--- src/rtl/pmc_pkg.sv ---
// Shared types, codes and constants of the positioner motor controller.
`default_nettype none

package pmc_pkg;

    // Default widths for the top-level parameters.
    localparam int DUTY_BITS_DEF = 10;
    localparam int TIME_BITS_DEF = 32;

    // Fixed field widths.
    localparam int PCT_BITS      = 7;
    localparam int POS_BITS      = 10;
    localparam int CFG_ADDR_BITS = 3;

    // Full scale of a percentage.
    localparam logic [PCT_BITS-1:0] PCT_FULL = 7'd100;

    // Register reset values.
    localparam logic [PCT_BITS-1:0] TARGET_RESET    = 7'd25;
    localparam logic [PCT_BITS-1:0] DEAD_BAND_RESET = 7'd2;
    localparam int                  MIN_DUTY_RESET  = 300;
    localparam int                  MAX_DUTY_RESET  = 1023;
    localparam int                  TIMEOUT_RESET   = 10000;

    // Configuration register indexes.
    typedef enum logic [CFG_ADDR_BITS-1:0] {
        CFG_TARGET    = 3'd0,
        CFG_DEAD_BAND = 3'd1,
        CFG_MIN_DUTY  = 3'd2,
        CFG_MAX_DUTY  = 3'd3,
        CFG_TIMEOUT   = 3'd4
    } cfg_reg_t;

    // Direction of the active move.
    typedef enum logic [1:0] {
        DIR_NONE = 2'd0,
        DIR_UP   = 2'd1,
        DIR_DOWN = 2'd2
    } dir_t;

    // Latched fault code as reported on the result.
    typedef enum logic [1:0] {
        FAULT_NONE     = 2'd0,
        FAULT_FEEDBACK = 2'd1,
        FAULT_TIMEOUT  = 2'd2
    } fault_t;

    // Bridge and status flags of one result.
    typedef struct packed {
        logic   moving;
        fault_t fault;
        logic   drive_reverse;
        logic   drive_forward;
    } res_flags_t;

endpackage

`default_nettype wire

--- src/rtl/positioner_motor_controller_top.sv ---
// Top level of the positioner motor controller: stream ports and request registers.
`default_nettype none

// Proportional positioner controller. Each request on the s_ stream is one
// control tick (time, position, validity, fault clear) and produces exactly
// one result on the m_ stream (duty, bridge direction, fault code, moving).
// A request is taken into an input register, evaluated combinationally and
// the result lands in an output register, so the block accepts one request per
// clock cycle while m_tready does not stall it; a result passes the input and
// then the output register. The two registers let a new request enter while a
// result is still waiting. Configuration writes take effect at the write edge
// and are meant to be done while no request is in flight.
module positioner_motor_controller_top
    import pmc_pkg::*;
#(
    parameter int DUTY_BITS = DUTY_BITS_DEF,
    parameter int TIME_BITS = TIME_BITS_DEF,
    localparam int S_DATA_BITS = ((TIME_BITS + POS_BITS + 1 + 7) / 8) * 8,
    localparam int M_DATA_BITS = ((DUTY_BITS + 5 + 7) / 8) * 8
) (
    input  wire logic                     aclk,
    input  wire logic                     aresetn,
    // Configuration write port.
    input  wire logic                     cfg_wr_en,
    input  wire logic [CFG_ADDR_BITS-1:0] cfg_addr,
    input  wire logic [TIME_BITS-1:0]     cfg_wdata,
    // Request stream.
    input  wire logic                     s_tvalid,
    output logic                          s_tready,
    // now_ms, position_pct, clear_fault, zero pad
    input  wire logic [S_DATA_BITS-1:0]   s_tdata,
    // position_valid
    input  wire logic                     s_tuser,
    // Result stream.
    output logic                          m_tvalid,
    input  wire logic                     m_tready,
    // pwm_duty, drive_forward, drive_reverse, fault_code, moving, zero pad
    output logic      [M_DATA_BITS-1:0]   m_tdata
);

    logic [PCT_BITS-1:0]      target_pct;
    logic [PCT_BITS-1:0]      band_pct;
    logic [DUTY_BITS-1:0]     duty_floor;
    logic [DUTY_BITS-1:0]     hi_duty;
    logic [2*DUTY_BITS+7:0]   duty_weight;
    logic [TIME_BITS-1:0]     move_timeout_ms;

    logic                     in_valid_reg;
    logic [TIME_BITS-1:0]     now_reg;
    logic [POS_BITS-1:0]      pos_reg;
    logic                     pos_valid_reg;
    logic                     clear_reg;

    logic                     out_valid_reg;
    logic [DUTY_BITS-1:0]     out_duty_reg;
    res_flags_t               out_flags_reg;

    logic [DUTY_BITS-1:0]     res_duty;
    res_flags_t               res_flags;
    logic                     advance;

    pmc_cfg #(
        .DUTY_BITS (DUTY_BITS),
        .TIME_BITS (TIME_BITS)
    ) u_cfg (
        .aclk            (aclk),
        .aresetn         (aresetn),
        .cfg_wr_en       (cfg_wr_en),
        .cfg_addr        (cfg_addr),
        .cfg_wdata       (cfg_wdata),
        .target_pct      (target_pct),
        .band_pct        (band_pct),
        .duty_floor      (duty_floor),
        .hi_duty         (hi_duty),
        .duty_weight     (duty_weight),
        .move_timeout_ms (move_timeout_ms)
    );

    pmc_ctrl #(
        .DUTY_BITS (DUTY_BITS),
        .TIME_BITS (TIME_BITS)
    ) u_ctrl (
        .aclk            (aclk),
        .aresetn         (aresetn),
        .step_en         (advance),
        .now_ms          (now_reg),
        .position_pct    (pos_reg),
        .position_valid  (pos_valid_reg),
        .clear_fault     (clear_reg),
        .target_pct      (target_pct),
        .band_pct        (band_pct),
        .duty_floor      (duty_floor),
        .hi_duty         (hi_duty),
        .duty_weight     (duty_weight),
        .move_timeout_ms (move_timeout_ms),
        .res_duty        (res_duty),
        .res_flags       (res_flags)
    );

    // A held request moves on when the output register is free or drains.
    assign advance  = in_valid_reg && (!out_valid_reg || m_tready);
    assign s_tready = !in_valid_reg || advance;

    // Input register.
    always_ff @(posedge aclk) begin
        if (!aresetn) begin
            in_valid_reg <= 1'b0;
        end else if (s_tready) begin
            in_valid_reg <= s_tvalid;
        end
    end

    always_ff @(posedge aclk) begin
        if (s_tready && s_tvalid) begin
            now_reg       <= s_tdata[TIME_BITS-1:0];
            pos_reg       <= s_tdata[TIME_BITS +: POS_BITS];
            clear_reg     <= s_tdata[TIME_BITS+POS_BITS];
            pos_valid_reg <= s_tuser;
        end
    end

    // Output register.
    always_ff @(posedge aclk) begin
        if (!aresetn) begin
            out_valid_reg <= 1'b0;
        end else if (advance) begin
            out_valid_reg <= 1'b1;
        end else if (m_tready) begin
            out_valid_reg <= 1'b0;
        end
    end

    always_ff @(posedge aclk) begin
        if (advance) begin
            out_duty_reg  <= res_duty;
            out_flags_reg <= res_flags;
        end
    end

    assign m_tvalid = out_valid_reg;
    assign m_tdata  = {{(M_DATA_BITS-DUTY_BITS-5){1'b0}},
                       out_flags_reg.moving,
                       out_flags_reg.fault,
                       out_flags_reg.drive_reverse,
                       out_flags_reg.drive_forward,
                       out_duty_reg};

endmodule

`default_nettype wire

--- src/rtl/pmc_cfg.sv ---
// Configuration registers and the derived duty limit and duty slope weight.
`default_nettype none

module pmc_cfg
    import pmc_pkg::*;
#(
    parameter int DUTY_BITS = DUTY_BITS_DEF,
    parameter int TIME_BITS = TIME_BITS_DEF
) (
    input  wire logic                       aclk,
    input  wire logic                       aresetn,
    input  wire logic                       cfg_wr_en,
    input  wire logic [CFG_ADDR_BITS-1:0]   cfg_addr,
    input  wire logic [TIME_BITS-1:0]       cfg_wdata,
    output logic      [PCT_BITS-1:0]        target_pct,
    output logic      [PCT_BITS-1:0]        band_pct,
    output logic      [DUTY_BITS-1:0]       duty_floor,
    output logic      [DUTY_BITS-1:0]       hi_duty,
    output logic      [2*DUTY_BITS+7:0]     duty_weight,
    output logic      [TIME_BITS-1:0]       move_timeout_ms
);

    // Weight = span * ceil(2^SHIFT / 100), so that (mag * weight) >> SHIFT
    // equals floor(mag * span / 100) for every mag below 100.
    localparam int SHIFT        = DUTY_BITS + 14;
    localparam int RECIP_BITS   = SHIFT - 6;
    localparam int WEIGHT_BITS  = DUTY_BITS + RECIP_BITS;
    localparam logic [RECIP_BITS-1:0] RECIP =
        RECIP_BITS'(((64'd1 << SHIFT) + 64'd99) / 64'd100);

    logic [PCT_BITS-1:0]    target_reg,    target_next;
    logic [PCT_BITS-1:0]    dead_band_reg, dead_band_next;
    logic [DUTY_BITS-1:0]   min_reg,       min_next;
    logic [DUTY_BITS-1:0]   max_reg,       max_next;
    logic [DUTY_BITS-1:0]   hi_reg,        hi_next;
    logic [WEIGHT_BITS-1:0] weight_reg,    weight_next;
    logic [TIME_BITS-1:0]   timeout_reg,   timeout_next;
    logic [DUTY_BITS-1:0]   span_next;
    logic [PCT_BITS-1:0]    wr_pct;

    // Register write decode; a target above full scale saturates.
    always_comb begin
        target_next    = target_reg;
        dead_band_next = dead_band_reg;
        min_next       = min_reg;
        max_next       = max_reg;
        timeout_next   = timeout_reg;
        wr_pct         = cfg_wdata[PCT_BITS-1:0];
        if (cfg_wr_en) begin
            unique case (cfg_addr)
                CFG_TARGET:    target_next    = (wr_pct > PCT_FULL) ? PCT_FULL : wr_pct;
                CFG_DEAD_BAND: dead_band_next = wr_pct;
                CFG_MIN_DUTY:  min_next       = cfg_wdata[DUTY_BITS-1:0];
                CFG_MAX_DUTY:  max_next       = cfg_wdata[DUTY_BITS-1:0];
                CFG_TIMEOUT:   timeout_next   = cfg_wdata;
                default: ;
            endcase
        end
    end

    // Derived limits follow the new register values in the same edge.
    always_comb begin
        hi_next     = (max_next < min_next) ? min_next : max_next;
        span_next   = hi_next - min_next;
        weight_next = {{RECIP_BITS{1'b0}}, span_next} * {{DUTY_BITS{1'b0}}, RECIP};
    end

    always_ff @(posedge aclk) begin
        if (!aresetn) begin
            target_reg    <= TARGET_RESET;
            dead_band_reg <= DEAD_BAND_RESET;
            min_reg       <= DUTY_BITS'(MIN_DUTY_RESET);
            max_reg       <= DUTY_BITS'(MAX_DUTY_RESET);
            hi_reg        <= DUTY_BITS'(MAX_DUTY_RESET);
            weight_reg    <= WEIGHT_BITS'(DUTY_BITS'(MAX_DUTY_RESET)
                                          - DUTY_BITS'(MIN_DUTY_RESET))
                             * WEIGHT_BITS'(RECIP);
            timeout_reg   <= TIME_BITS'(TIMEOUT_RESET);
        end else begin
            target_reg    <= target_next;
            dead_band_reg <= dead_band_next;
            min_reg       <= min_next;
            max_reg       <= max_next;
            hi_reg        <= hi_next;
            weight_reg    <= weight_next;
            timeout_reg   <= timeout_next;
        end
    end

    assign target_pct      = target_reg;
    assign band_pct        = dead_band_reg;
    assign duty_floor      = min_reg;
    assign hi_duty         = hi_reg;
    assign duty_weight     = weight_reg;
    assign move_timeout_ms = timeout_reg;

endmodule

`default_nettype wire

--- src/rtl/pmc_duty.sv ---
// Proportional duty: min + |err| * span / 100, saturating at the upper limit.
`default_nettype none

module pmc_duty
    import pmc_pkg::*;
#(
    parameter int DUTY_BITS = DUTY_BITS_DEF
) (
    input  wire logic [POS_BITS-1:0]    err_mag,
    input  wire logic [DUTY_BITS-1:0]   duty_floor,
    input  wire logic [DUTY_BITS-1:0]   hi_duty,
    input  wire logic [2*DUTY_BITS+7:0] duty_weight,
    output logic      [DUTY_BITS-1:0]   duty
);

    localparam int SHIFT       = DUTY_BITS + 14;
    localparam int WEIGHT_BITS = 2*DUTY_BITS + 8;
    localparam int PROD_BITS   = WEIGHT_BITS + PCT_BITS;

    logic [PROD_BITS-1:0]  prod;
    logic [DUTY_BITS-1:0]  quot;

    // An error of full scale or more already reaches the upper limit,
    // so the scaled part only handles errors below 100.
    always_comb begin
        prod = PROD_BITS'(err_mag[PCT_BITS-1:0]) * PROD_BITS'(duty_weight);
        quot = prod[SHIFT +: DUTY_BITS];
        if (err_mag >= POS_BITS'(PCT_FULL)) begin
            duty = hi_duty;
        end else begin
            duty = duty_floor + quot;
        end
    end

endmodule

`default_nettype wire

--- src/rtl/pmc_ctrl.sv ---
// Move state, fault latch and held bridge outputs, updated once per request.
`default_nettype none

module pmc_ctrl
    import pmc_pkg::*;
#(
    parameter int DUTY_BITS = DUTY_BITS_DEF,
    parameter int TIME_BITS = TIME_BITS_DEF
) (
    input  wire logic                     aclk,
    input  wire logic                     aresetn,
    input  wire logic                     step_en,
    input  wire logic [TIME_BITS-1:0]     now_ms,
    input  wire logic [POS_BITS-1:0]      position_pct,
    input  wire logic                     position_valid,
    input  wire logic                     clear_fault,
    input  wire logic [PCT_BITS-1:0]      target_pct,
    input  wire logic [PCT_BITS-1:0]      band_pct,
    input  wire logic [DUTY_BITS-1:0]     duty_floor,
    input  wire logic [DUTY_BITS-1:0]     hi_duty,
    input  wire logic [2*DUTY_BITS+7:0]   duty_weight,
    input  wire logic [TIME_BITS-1:0]     move_timeout_ms,
    output logic      [DUTY_BITS-1:0]     res_duty,
    output res_flags_t                    res_flags
);

    logic                   active_reg,  active_next;
    dir_t                   dir_reg,     dir_next;
    logic [PCT_BITS-1:0]    latched_reg, latched_next;
    logic [TIME_BITS-1:0]   start_reg,   start_next;
    fault_t                 fault_reg,   fault_next;
    logic [DUTY_BITS-1:0]   duty_reg,    duty_next;
    logic                   fwd_reg,     fwd_next;
    logic                   rev_reg,     rev_next;

    logic signed [POS_BITS:0] cur;
    logic signed [POS_BITS:0] tgt;
    logic signed [POS_BITS:0] lt;
    logic signed [POS_BITS:0] gap;
    logic signed [POS_BITS:0] err;
    logic [POS_BITS-1:0]      gap_mag;
    logic [POS_BITS-1:0]      err_mag;
    logic [PCT_BITS-1:0]      move_tgt;
    logic [TIME_BITS-1:0]     move_t0;
    logic [DUTY_BITS-1:0]     prop_duty;
    logic [TIME_BITS-1:0]     elapsed;
    logic                     reached;
    logic                     in_band;

    pmc_duty #(
        .DUTY_BITS (DUTY_BITS)
    ) u_duty (
        .err_mag     (err_mag),
        .duty_floor  (duty_floor),
        .hi_duty     (hi_duty),
        .duty_weight (duty_weight),
        .duty        (prop_duty)
    );

    // Distance to the setpoint, used to decide whether a move starts.
    always_comb begin
        cur     = {position_pct[POS_BITS-1], position_pct};
        tgt     = $signed({{(POS_BITS+1-PCT_BITS){1'b0}}, target_pct});
        gap     = cur - tgt;
        gap_mag = gap[POS_BITS] ? POS_BITS'(-gap) : gap[POS_BITS-1:0];
        in_band = gap_mag <= POS_BITS'(band_pct);
    end

    // Error against the target of the move that is (or is now) active.
    // An idle controller that starts a move latches the setpoint and the time.
    always_comb begin
        move_tgt = active_reg ? latched_reg : target_pct;
        move_t0  = active_reg ? start_reg : now_ms;
        lt       = $signed({{(POS_BITS+1-PCT_BITS){1'b0}}, move_tgt});
        err      = lt - cur;
        err_mag  = err[POS_BITS] ? POS_BITS'(-err) : err[POS_BITS-1:0];
        elapsed  = now_ms - move_t0;
    end

    // Next state for one control tick.
    always_comb begin
        active_next  = active_reg;
        dir_next     = dir_reg;
        latched_next = latched_reg;
        start_next   = start_reg;
        fault_next   = clear_fault ? FAULT_NONE : fault_reg;
        duty_next    = duty_reg;
        fwd_next     = fwd_reg;
        rev_next     = rev_reg;
        reached      = 1'b0;

        if (fault_next == FAULT_TIMEOUT || !position_valid) begin
            // A latched timeout or a bad reading stops the bridge.
            if (fault_next != FAULT_TIMEOUT) begin
                fault_next = FAULT_FEEDBACK;
            end
            active_next = 1'b0;
            dir_next    = DIR_NONE;
            duty_next   = '0;
            fwd_next    = 1'b0;
            rev_next    = 1'b0;
        end else if (!active_reg && in_band) begin
            // Idle inside the dead band: the held outputs repeat.
        end else begin
            if (!active_reg) begin
                latched_next = target_pct;
                dir_next     = (tgt > cur) ? DIR_UP : ((tgt < cur) ? DIR_DOWN : DIR_NONE);
                active_next  = 1'b1;
                start_next   = now_ms;
            end

            case (dir_next)
                DIR_UP:   reached = (cur >= lt);
                DIR_DOWN: reached = (cur <= lt);
                default:  reached = 1'b1;
            endcase

            if (reached) begin
                active_next = 1'b0;
                dir_next    = DIR_NONE;
                duty_next   = '0;
                fwd_next    = 1'b0;
                rev_next    = 1'b0;
            end else if (elapsed > move_timeout_ms) begin
                // Overlong move: stop and latch the timeout.
                active_next = 1'b0;
                dir_next    = DIR_NONE;
                duty_next   = '0;
                fwd_next    = 1'b0;
                rev_next    = 1'b0;
                fault_next  = FAULT_TIMEOUT;
            end else begin
                duty_next = prop_duty;
                fwd_next  = (err > 0);
                rev_next  = !(err > 0);
            end
        end
    end

    always_ff @(posedge aclk) begin
        if (!aresetn) begin
            active_reg  <= 1'b0;
            dir_reg     <= DIR_NONE;
            latched_reg <= TARGET_RESET;
            start_reg   <= '0;
            fault_reg   <= FAULT_NONE;
            duty_reg    <= '0;
            fwd_reg     <= 1'b0;
            rev_reg     <= 1'b0;
        end else if (step_en) begin
            active_reg  <= active_next;
            dir_reg     <= dir_next;
            latched_reg <= latched_next;
            start_reg   <= start_next;
            fault_reg   <= fault_next;
            duty_reg    <= duty_next;
            fwd_reg     <= fwd_next;
            rev_reg     <= rev_next;
        end
    end

    // The result of a tick is the state it leaves behind.
    always_comb begin
        res_duty                = duty_next;
        res_flags.drive_forward = fwd_next;
        res_flags.drive_reverse = rev_next;
        res_flags.fault         = fault_next;
        res_flags.moving        = active_next;
    end

endmodule

`default_nettype wire

--- config.mk ---
export PLATFORM = sky130hd
export DESIGN_NAME = positioner_motor_controller_top
export DESIGN_NICKNAME = d
export VERILOG_FILES = /design/src/rtl/pmc_pkg.sv /design/src/rtl/positioner_motor_controller_top.sv /design/src/rtl/pmc_cfg.sv /design/src/rtl/pmc_duty.sv /design/src/rtl/pmc_ctrl.sv
export SDC_FILE = /design/constraint.sdc
export NUM_CORES = 1
export LEC_CHECK = 0
export ABC_AREA = 1
export BUFFER_PORTS_ARGS = -buffer_cell sky130_fd_sc_hd__buf_4
export CAP_MARGIN = 30
export CELL_PAD_IN_SITES_DETAIL_PLACEMENT = 0
export CELL_PAD_IN_SITES_GLOBAL_PLACEMENT = 1
export CORE_MARGIN = 2
export CORE_UTILIZATION = 52
export DETAILED_ROUTE_END_ITERATION = 8
export GPL_TIMING_DRIVEN = 0
export PLACE_DENSITY = 0.94
export SLEW_MARGIN = 20
export SYNTH_ARGS = -nofsm -noshare
export SYNTH_HDL_FRONTEND = slang
export SYNTH_SLANG_ARGS = --single-unit
--- constraint.sdc ---
create_clock -name aclk -period 28.3 [get_ports aclk]
set_clock_uncertainty 0.05 [all_clocks]
set_input_delay 8.49 -clock aclk [delete_from_list [all_inputs] [get_ports aclk]]
set_output_delay 8.49 -clock aclk [all_outputs]
set_load 0.02 [all_outputs]
# --- Yosys cells after proc, flatten, opt, wreduce, memory -nomap -nowiden ---
# Cells that the tools add are included.
# W data, S select, Z words.
word_totals:
  ff_bits: 221
  latch_bits: 0
  ram_bits: 0
  romBits: 0
  in_bits: 89
  elab_cells: 121
  memories: 0
classes:
  addsub: 7
  mul: 2
  n_div: 0
  order_cmp: 10
  n_eq_ne: 9
  shift: 0
  muxes: 47
  bitwise: 2
  n_reduce_logical: 18
op_table:
  columns: ["cell", "count"]
  rows:
  - ["$mux W10", 12]
  - ["$mul A7 B28 Y34", 1]
  - ["$gt A32 B32 Y1", 1]
  - ["$mux W32", 1]
  - ["$sub A32 B32 Y32", 1]
  - ["$mux W2", 15]
  - ["$mul A10 B18 Y28 const B", 1]
  - ["$neg A10 Y10", 2]
  - ["$mux W1", 16]
  - ["$mux W7", 2]
  - ["$gt A11 B1 Y1 const B", 1]
  - ["$sub A10 B8 Y11", 1]
  - ["$sub A8 B10 Y11", 1]
  - ["$add A10 B10 Y10", 1]
  - ["$ge A10 B7 Y1 const B", 1]
  - ["$ge A10 B8 Y1", 1]
  - ["$gt A8 B10 Y1", 1]
  - ["$le A10 B7 Y1", 1]
  - ["$le A10 B8 Y1", 1]
  - ["$lt A10 B10 Y1", 1]
  - ["$lt A8 B10 Y1", 1]
  - ["$sub A10 B10 Y10", 1]
  - ["$reduce_and A2 Y1", 4]
  - ["$gt A7 B7 Y1 const B", 1]
  - ["15 further kinds", 26]

# --- Depth between registers and ports, before layout ---
# Gate-level depths: netlist of the first run.
logic_depth:
  depth_word: 14
  depth_mapped: 55

# --- By module ---
# Synthesis of the first run repeated with hierarchy kept, for this count alone.
unflattened:
  cells_unflattened: 3097
  area_unflattened_um2: 23073.4
by_module_without_submodules:
  columns: ["module", "instances", "cells_per_inst", "area_each_um2", "seq_area_each_um2"]
  rows:
  - ["pmc_cfg", 1, 969, 7692.4, 2082.0]
  - ["pmc_ctrl", 1, 1087, 6929.1, 1121.1]
  - ["pmc_duty", 1, 967, 6573.8, 0.0]
  - ["positioner_motor_controller_top", 1, 74, 1878.1, 1811.7]

# --- Worst setup path before layout of the first run ---
# No wires, ideal clock.
synth_timing:
  path_kind: "input to output"
  from: "in m_tready"
  to: "out s_tready"
  t_arrival_ps: 8743
  t_required_ps: 19760
  path_slack_ps: 11017
  cell_stages: 2
  n_path_buf: 0
  cell_sequence: "inv_1 > nand3_1"
synth_via:
  elab_chain_len: 3
synth_rtl:
  columns: ["element", "line", "source"]
  rows:
  - ["from (decl)", "positioner_motor_controller_top.sv:36", "input wire logic m_tready,"]
  - ["$logic_or A1 B1 Y1", "positioner_motor_controller_top.sv:101", "assign advance = in_valid_reg && (!out_valid_reg || m_tready);"]
  - ["$logic_and A1 B1 Y1", "positioner_motor_controller_top.sv:101", null]
  - ["$logic_or A1 B1 Y1", "positioner_motor_controller_top.sv:102", "assign s_tready = !in_valid_reg || advance;"]
  - ["to (decl)", "positioner_motor_controller_top.sv:29", "output logic s_tready,"]
# No other way between the ends.

# --- Worst setup path after layout of the first run ---
layout_timing:
  from: "in cfg_addr[2]"
  to: "reg u_cfg.weight_reg[27], in the netlist u_cfg.duty_weight[27]"
layout_via:
  elab_chain_len: 7
  word_cells_on_any_way: 10
layout_rtl:
  columns: ["element", "line", "source"]
  rows:
  - ["from (decl)", "positioner_motor_controller_top.sv:25", "input wire logic [CFG_ADDR_BITS-1:0] cfg_addr,"]
  - ["$eq A3 B2 Y1", "pmc_cfg.sv:50", "unique case (cfg_addr)"]
  - ["$mux W10", "pmc_cfg.sv:50", null]
  - ["$mux W10", "pmc_cfg.sv:49", "if (cfg_wr_en) begin"]
  - ["named net u_cfg.max_next[3]", "pmc_cfg.sv:34", "logic [DUTY_BITS-1:0] max_reg, max_next;"]
  - ["$lt A10 B10 Y1", "pmc_cfg.sv:63", "hi_next = (max_next < min_next) ? min_next : max_next;"]
  - ["$mux W10", "pmc_cfg.sv:63", null]
  - ["named net u_cfg.hi_next[1]", "pmc_cfg.sv:35", "logic [DUTY_BITS-1:0] hi_reg, hi_next;"]
  - ["$sub A10 B10 Y10", "pmc_cfg.sv:64", "span_next = hi_next - min_next;"]
  - ["$mul A10 B18 Y28", "pmc_cfg.sv:65", "weight_next = {{RECIP_BITS{1'b0}}, span_next} * {{DUTY_BITS{1'b0}}, RECIP};"]
  - ["to (signal assigned)", "pmc_cfg.sv:75", "weight_reg <= WEIGHT_BITS'(DUTY_BITS'(MAX_DUTY_RESET)"]
  - ["to (signal assigned)", "pmc_cfg.sv:85", "weight_reg <= weight_next;"]
  - ["to (decl)", "pmc_cfg.sv:36", "logic [WEIGHT_BITS-1:0] weight_reg, weight_next;"]
# The timed path passes the listed nets, and every way through them passes these cells.
# A chain may end at the register's enable or synchronous reset.

==> results.toml, run 1 <==
[synthesis]
synth_area_sq_um = 21550
ys.flop_type = "dfxtp_1"
yosys_warnings = 0
ys_types = 58
syn_area_per_cell_sq_um = 7.896
async_flop_share = 0
synth_cells = 2729
yosysSeqAreaShare = 0.2327
ys_seq_elements = 221
syn-num-nets = 3252
synth_edf_count = 59

[die]
die-area_sq_um = 43080
ioPinCount = 107
start_util = 0.5277
die_x_um = 207.6
coreArea_sq_um = 40830
rows = 74
die_h_um = 207.6

[setup_path]
crit_top_cell = "inv_1"
crit_path_end_kind = "flop"
reg2reg_from = "u_ctrl.active_reg"
critPathRequiredTime_ps = 28730
crit_type = "in -> reg"
critPathMaxFanout = 10
worst_setup_path_start_kind = "input port"
critPathSlowestCell = "xor2_1"
path_delay_family = "adder cells"
critPathLaunch = "cfg_addr[2]"
timing.critical_path.buf_inv = 10
cpPeakStageDelay_ps = 720
worst_ep_arrival_time_ps = 18180

[clocking]
insertion_delay_ps = 550
cts-buffers-inserted = 26
cts_resized = 0
cts_hold_buf = 0
tritoncts = "built"
clockBufferDepth = 3
cts.sinks = 221
cts_setup_buffers = 0
cts_max_level = 1
cts.clk_slew.worst_paths_ps = 60
cts_root_buffer = "clkbuf_16"

[detailed_routing]
drc = 0
drtIter0Drc = 958
wl_per_cell_um = 15.97
ant_nets = 0
drt-total-wl_um = 54450
num_vias = 18200
routed_via_density = 5.338
drtPass1Iterations = 5

[timing]
min_period_ps = 17750
tns_ps = 0
hold_viol_final = 0
worst_slew_pin_slew_ps = 901.8
finalMaxSlewViolations = 0
fmax_mhz = 56.34
slew_headroom = 0.3988
grt_setup_unrepaired = "no"
post-route-period-util = 0.6271
setup_viol = 0

[global_route]
antenna_found_initial = 0
grt_overflow = 0
met3_usage = 0.02769
grt_max_degree = 36
gr-max-usage-layer = "met2"
grt_pass1_wl_um = 90760
use_met2 = 0.4371
grt_pass1_vias = 18450
track_usage = 0.2559
use_met1 = 0.3519

[placement]
dp.cells = 3361
place_hpwl_um = 45090
gp_congestion = 0.9189
port-buffer-count = 99

[cells_and_area]
fin_cells = 3410
drive_gt1_frac = 0.07505
antennaDiodeCount = 0
finalNetCount = 3381
area_growth_pct = 10.62

[min_path]
hold_start = "u_cfg.max_reg[9]"
hold_path.class = "reg -> reg"

[outcome]
outcome = "finished, final reports clean"

[job]
maxCapViolations = 0
final cells by class:
cell class | instances | area (sq um)
Inverter | 529 | 1986
Fill cell | 3775 | 17000
Clock buffer | 32 | 714.4
Multi-Input combinational cell | 1912 | 14260
Sequential cell | 221 | 5015
Clock inverter | 16 | 126.4
Timing Repair Buffer | 101 | 774.5
Tap cell | 532 | 665.6
Buffer | 67 | 291.5
through the flow:
step | instance area (sq um) | hold WS (ps) | util | setup WS (ps)
5_1_grt | 23840 | 424.4 | 0.5837 | 9849
3_5_place_dp | 22980 | 389.4 | 0.5629 | 10120
4_1_cts | 23820 | 404.9 | 0.5835 | 10600
3_3_place_gp | 22960 | 384.8 | 0.5622 | 10260
2_1_floorplan | 21550 | 374.3 | - | 11020
6_report | 23840 | 406.0 | 0.5837 | 10550
cells by family after synthesis:
kind of cell	share of synthesized area
AO/OA/AOI/OAI	0.1316
XOR/XNOR	0.02927
adder cells (fa/ha/maj)	0.3172
buffers and inverters	0.1057
flip-flops	0.2327
multiplexers	0.01487
other	0.0001740
AND/OR/NAND/NOR	0.1685
cell usage after synthesis (3+ instances only):
cell type / instances / area (sq um)
o31ai_1: 5 / 37.54
edfxtp_1: 59 / 1772
nor2_1: 221 / 829.6
xor2_1: 55 / 481.7
or2_1: 3 / 18.77
ha_1: 247 / 3090
inv_1: 518 / 1944
a31o_2: 3 / 26.28
o211ai_1: 11 / 82.58
fa_1: 187 / 3744
a31oi_1: 11 / 68.82
buf_2: 11 / 55.05
nor2_2: 4 / 25.02
nor4_1: 6 / 37.54
dfxtp_1: 162 / 3243
a22o_1: 7 / 61.31
o21ai_1: 15 / 75.07
o21ai_2: 3 / 26.28
o21a_1: 14 / 105.1
a21oi_1: 219 / 1096
a211oi_1: 34 / 255.2
or2_2: 21 / 131.4
o21bai_1: 6 / 45.04
nand4_1: 21 / 131.4
nand2_1: 483 / 1813
buf_4: 3 / 22.52
inv_2: 8 / 30.03
nor3_1: 24 / 120.1
nand3_2: 5 / 50.05
mux2i_1: 32 / 320.3
clkinv_1: 3 / 11.26
xnor2_1: 17 / 148.9
clkbuf_1: 50 / 187.7
o21ai_0: 145 / 725.7
a21o_1: 10 / 75.07
a221oi_1: 3 / 26.28
nand3_1: 74 / 370.4
cells in the final DEF (no fill, tap or decap), types with 14 or more instances in the layout:
master,netlist,final
a21oi_1,219,219
nand4_1,21,21
mux2i_1,32,32
o21ai_0,145,145
nand3_1,74,74
dfxtp_1,162,162
nor3_1,24,24
fa_1,187,187
o21a_1,14,14
edfxtp_1,59,59
clkbuf_16,0,27
xor2_1,55,54
clkbuf_1,50,53
buf_4,3,102
xnor2_1,17,17
nand2_1,483,483
a211oi_1,34,34
ha_1,247,247
inv_1,518,517
or2_2,21,21
nor2_1,221,221
o21ai_1,15,15
tightest hold or removal path, cell delays in order (launching register included):
cell	delay (ps)
dfxtp_1	310
nand2_1	60
nand3_1	60
layer usage:
layer	part of all wire	up-vias
li1	-	9028
met1	0.46	8656
met2	0.47	443
met3	0.052	75
met4	0.018	0
met5	0	-
path summary, 6_finish.rpt:
kind / to / slack [ps] / depth (start not counted)
setup / recovery: u_cfg.duty_weight[27] / 10550 / 43
hold / removal: u_cfg.max_reg[9] / 410 / 2
setup reg to reg: out_duty_reg[8] / 17140 / 48
hold reg to reg: u_cfg.max_reg[9] / 410 / 2
Power of run 1 is left out: the tool's default activity adds up to more than one toggle a clock period on the data nets, which glitch-free logic cannot reach.
==> run 2: changes to the inputs <==
--- a/config.mk
+++ b/config.mk
@@ -11,10 +11,10 @@
 export CELL_PAD_IN_SITES_DETAIL_PLACEMENT = 0
 export CELL_PAD_IN_SITES_GLOBAL_PLACEMENT = 1
 export CORE_MARGIN = 2
-export CORE_UTILIZATION = 52
+export CORE_UTILIZATION = 48
 export DETAILED_ROUTE_END_ITERATION = 8
 export GPL_TIMING_DRIVEN = 0
-export PLACE_DENSITY = 0.94
+export PLACE_DENSITY = 0.88
 export SLEW_MARGIN = 20
 export SYNTH_ARGS = -nofsm -noshare
 export SYNTH_HDL_FRONTEND = slang
==> constraint.sdc (replaced) <==
create_clock -name aclk -period 18.31 [get_ports aclk]
set_clock_uncertainty 0.05 [all_clocks]
set_input_delay 5.493 -clock aclk [delete_from_list [all_inputs] [get_ports aclk]]
set_output_delay 5.493 -clock aclk [all_outputs]
set_load 0.02 [all_outputs]
==> results.toml, run 2 (synthesis gave the netlist of run 1 again) <==
[outcome]
outcome = "finished, final reports clean"

[placement]
port-buffer-count = 99
gp_congestion = 0.9333
place_hpwl_um = 46130
dpl_cell_area_sq_um = 23060

[setup_path]
reg2reg_depth = 48
critPathMaxFanout = 10
critPathRequiredTime_ps = 18700
worst_setup_path_start_kind = "input port"
crit_path_end_kind = "flop"
crit_type = "in -> reg"
crit_top_cell = "a21oi_1"
cpPeakStageDelay_ps = 730
worst_ep_arrival_time_ps = 15160
critPathSlowestCell = "xor2_1"

[clocking]
cts-buffers-inserted = 26
insertion_delay_ps = 570
tritoncts = "built"
cts.sinks = 221
cts_max_level = 1
cts_setup_buffers = 0
cts_root_buffer = "clkbuf_16"
cts.clk_slew.worst_paths_ps = 60
cts_hold_buf = 0
clockBufferDepth = 3
cts_resized = 0

[die]
ioPinCount = 107
die_x_um = 215.9
die_h_um = 215.9
die-area_sq_um = 46600
rows = 77
coreArea_sq_um = 44220
start_util = 0.4873

[min_path]
hold_path.class = "reg -> reg"
hold_path_depth = 2

[detailed_routing]
ant_nets = 0
drtIter0Drc = 1183
drc = 0
num_vias = 18190
routed_via_density = 5.242
drtPass1Iterations = 6
wl_per_cell_um = 16.08
drt-total-wl_um = 55790

[timing]
fmax_mhz = 67.71
grt_setup_unrepaired = "no"
hold_viol_final = 0
slew_headroom = 0.3548
tns_ps = 0
worst_slew_pin_slew_ps = 967.8
finalMaxSlewViolations = 0
post-route-period-util = 0.8066
setup_viol = 0
min_period_ps = 14770

[job]
maxCapViolations = 0

[global_route]
grt_overflow = 0
antenna_found_initial = 1
grt_max_degree = 35
grt_pass1_wl_um = 91430
track_usage = 0.2418
grt_pass1_vias = 18380

[cells_and_area]
area_growth_pct = 10.73
drive_gt1_frac = 0.07508
final_area_sq_um = 23860
finalNetCount = 3380
antennaDiodeCount = 0
layout_common_cells = "inv_1, nand2_1, ha_1"
final_common_cell = "inv_1"
final_core_util = 0.5395
==> run 2: final timing paths <==
path | slack [ps] | end | from
worst max register to register | 7290 | out_duty_reg[8] | u_ctrl.active_reg
worst min-delay path | 410 | u_cfg.max_reg[1] | u_cfg.max_reg[1]
worst max-delay path | 3540 | u_cfg.duty_weight[20] | cfg_addr[2]
worst min register to register | 410 | u_cfg.max_reg[1] | u_cfg.max_reg[1]
==> run 2: cell type report <==
cell class | count | area (sq um)
timing repair buffer | 100 | 763.2
clock inverter | 14 | 90.09
sequential | 221 | 5015
clock buffer | 34 | 710.7
multi-input combinational | 1912 | 14260
buffer | 67 | 291.5
fill | 4144 | 20360
tap | 592 | 740.7
inverter | 529 | 1986
==> run 2: metrics by stage <==
| stage | hold slack, ps | instances | setup WS, ps |
|---|---|---|---|
| 6_report | 407.5 | 3469 | 3541 |
| 5_1_grt | 422.8 | 3469 | 2690 |
| 4_1_cts | 404.6 | 3469 | 3644 |
| 3_5_place_dp | 389.9 | 3421 | 3080 |
| 3_3_place_gp | 386.8 | 3420 | 3201 |
| 2_1_floorplan | 374.3 | 2729 | 4637 |
==> run 2: critical path: cells and delay by family <==
family                   cells  cell delay [ps]
XOR/XNOR                     1              730
buffers and inverters        9             1230
AND/OR/NAND/NOR              8              860
AO/OA/AOI/OAI               18             3040
adder cells (fa/ha/maj)      8             3770
==> run 2: metal layers <==
layer / global-route usage / vias to the layer above / wire, um
met1: 0.3197 / 8524 / 25140
met2: 0.4075 / 532 / 25590
met5: 0 / - / 12
met4: 0.07287 / 2 / 1597
li1: - / 9029 / -
met3: 0.03820 / 99 / 3452
Power of run 2 is left out for the same reason.
==> run 3: changes to the inputs <==
--- a/config.mk
+++ b/config.mk
@@ -11,10 +11,10 @@
 export CELL_PAD_IN_SITES_DETAIL_PLACEMENT = 0
 export CELL_PAD_IN_SITES_GLOBAL_PLACEMENT = 1
 export CORE_MARGIN = 2
-export CORE_UTILIZATION = 48
+export CORE_UTILIZATION = 43
 export DETAILED_ROUTE_END_ITERATION = 8
 export GPL_TIMING_DRIVEN = 0
-export PLACE_DENSITY = 0.88
+export PLACE_DENSITY = 0.84
 export SLEW_MARGIN = 20
 export SYNTH_ARGS = -nofsm -noshare
 export SYNTH_HDL_FRONTEND = slang
==> constraint.sdc (replaced) <==
create_clock -name aclk -period 12.4 [get_ports aclk]
set_clock_uncertainty 0.05 [all_clocks]
set_input_delay 3.72 -clock aclk [delete_from_list [all_inputs] [get_ports aclk]]
set_output_delay 3.72 -clock aclk [all_outputs]
set_load 0.02 [all_outputs]
==> results.toml, run 3 (synthesis gave the netlist of run 1 again) <==
[timing]
finalMaxSlewViolations = 0
setup_viol = 0
worst_slack_ps = 552.3
min_period_ps = 11850
worst_slew_pin_slew_ps = 1020
fmax_mhz = 84.40
post-route-period-util = 0.9555
slew_headroom = 0.3200
hold_viol_final = 0

[placement]
gp_congestion = 0.9205
port-buffer-count = 99
place_ws_ps = -1148
dpl_cell_area_sq_um = 23160
dp.cells = 3502
place_hpwl_um = 47610

[setup_path]
crit_top_cell = "a21oi_1"
critPathMaxFanout = 10
cpPeakStageDelay_ps = 550
crit_path_end_kind = "flop"
crit_type = "in -> reg"
worst_setup_path_start_kind = "input port"
critPathRequiredTime_ps = 12750
worst_ep_arrival_time_ps = 12200
critPathSlowestCell = "fa_1"

[detailed_routing]
wl_per_cell_um = 15.97
drt-total-wl_um = 56880
drtPass1Iterations = 5
num_vias = 18040
drtIter0Drc = 1171
drc = 0
ant_nets = 0
routed_via_density = 5.065

[cells_and_area]
finalNetCount = 3393
area_growth_pct = 12.28
fin_cells = 3562
drive_gt1_frac = 0.08616
final_area_sq_um = 24190
final_common_cell = "inv_1"
antennaDiodeCount = 0
layout_common_cells = "inv_1, nand2_1, ha_1"

[clocking]
cts-buffers-inserted = 26
insertion_delay_ps = 550
cts_max_level = 1
cts.sinks = 221
tritoncts = "built"
cts.clk_slew.worst_paths_ps = 60
clockBufferDepth = 3
cts_root_buffer = "clkbuf_16"

[global_route]
track_usage = 0.2181
grt_pass1_wl_um = 92390
grt_pass1_vias = 18120
grt_overflow = 0
use_met2 = 0.3670
gr-max-usage-layer = "met2"
antenna_found_initial = 0
grt_max_degree = 34
met3_usage = 0.02200
use_met1 = 0.3026

[die]
ioPinCount = 107
die_h_um = 227.9
rows = 82
coreArea_sq_um = 49760
die-area_sq_um = 51920
start_util = 0.4330
die_x_um = 227.9

[job]
maxCapViolations = 0

[min_path]
hold_path.class = "reg -> reg"

[outcome]
outcome = "finished, final reports clean"
run 3: cell types whose count changed in the layout (fill, tap and decap cells not counted), moves of 5 or more:
cell,previous run,this run
buf_4,102,115
o21ai_1,15,21
a21oi_2,2,7
a21oi_1,219,214
clkinv_1,3,8
clkinv_2,10,3
o21ai_0,145,135
run 3: final cells by class:
type                    count  area (sq um)
repair buffers            113         864.6
well taps                 672         840.8
fillers                  4884         25570
clock inverters            13         95.09
clock buffers              35         735.7
flip-flops and latches    221          5015
inverters                 529          1986
plain buffers              67         305.3
multi-input cells        1912         14350
run 3: timing repair:
item                                    in CTS  in global routing
hold buffers                                 0                  0
pin swaps                                    0                  9
endpoints found under the setup margin      12                 16
resized for setup                            9                 39
setup buffers                                2                  9
run 3: per-layer routing:
metal  share of wire  wire [um]
met5               0          0
met4           0.022       1262
met3           0.044       2490
met2            0.46      26260
met1            0.47      26870
run 3: path summary, 6_finish.rpt:
check	start	to	slack, ps	cells past startpoint
max	cfg_addr[1]	u_cfg.duty_weight[26]	550	43
min	u_cfg.max_reg[1]	u_cfg.max_reg[1]	400	2
max reg2reg	u_ctrl.active_reg	out_duty_reg[8]	1280	48
min reg2reg	u_cfg.max_reg[1]	u_cfg.max_reg[1]	400	2
run 3: stage by stage:
step,utilization,hold WS (ps),TNS (ps)
after global routing,0.4862,425.7,-17.31
after CTS,0.4827,405.4,0
after floorplan,-,374.3,0
after detailed placement,0.4654,389.8,-12000
final,0.4862,404.5,0
after global placement,0.4648,387.2,-10060
run 3: worst max-delay path, delay by kind of cell:
kind | cells | cell delay [ps]
and+or+nand+nor | 10 | 1070
xor gates and xnor gates | 1 | 180
adders and majority gates | 8 | 3500
buffers and inverters | 9 | 1100
AOI/OAI and AO/OA | 15 | 2630
Power of run 3 is left out for the same reason.
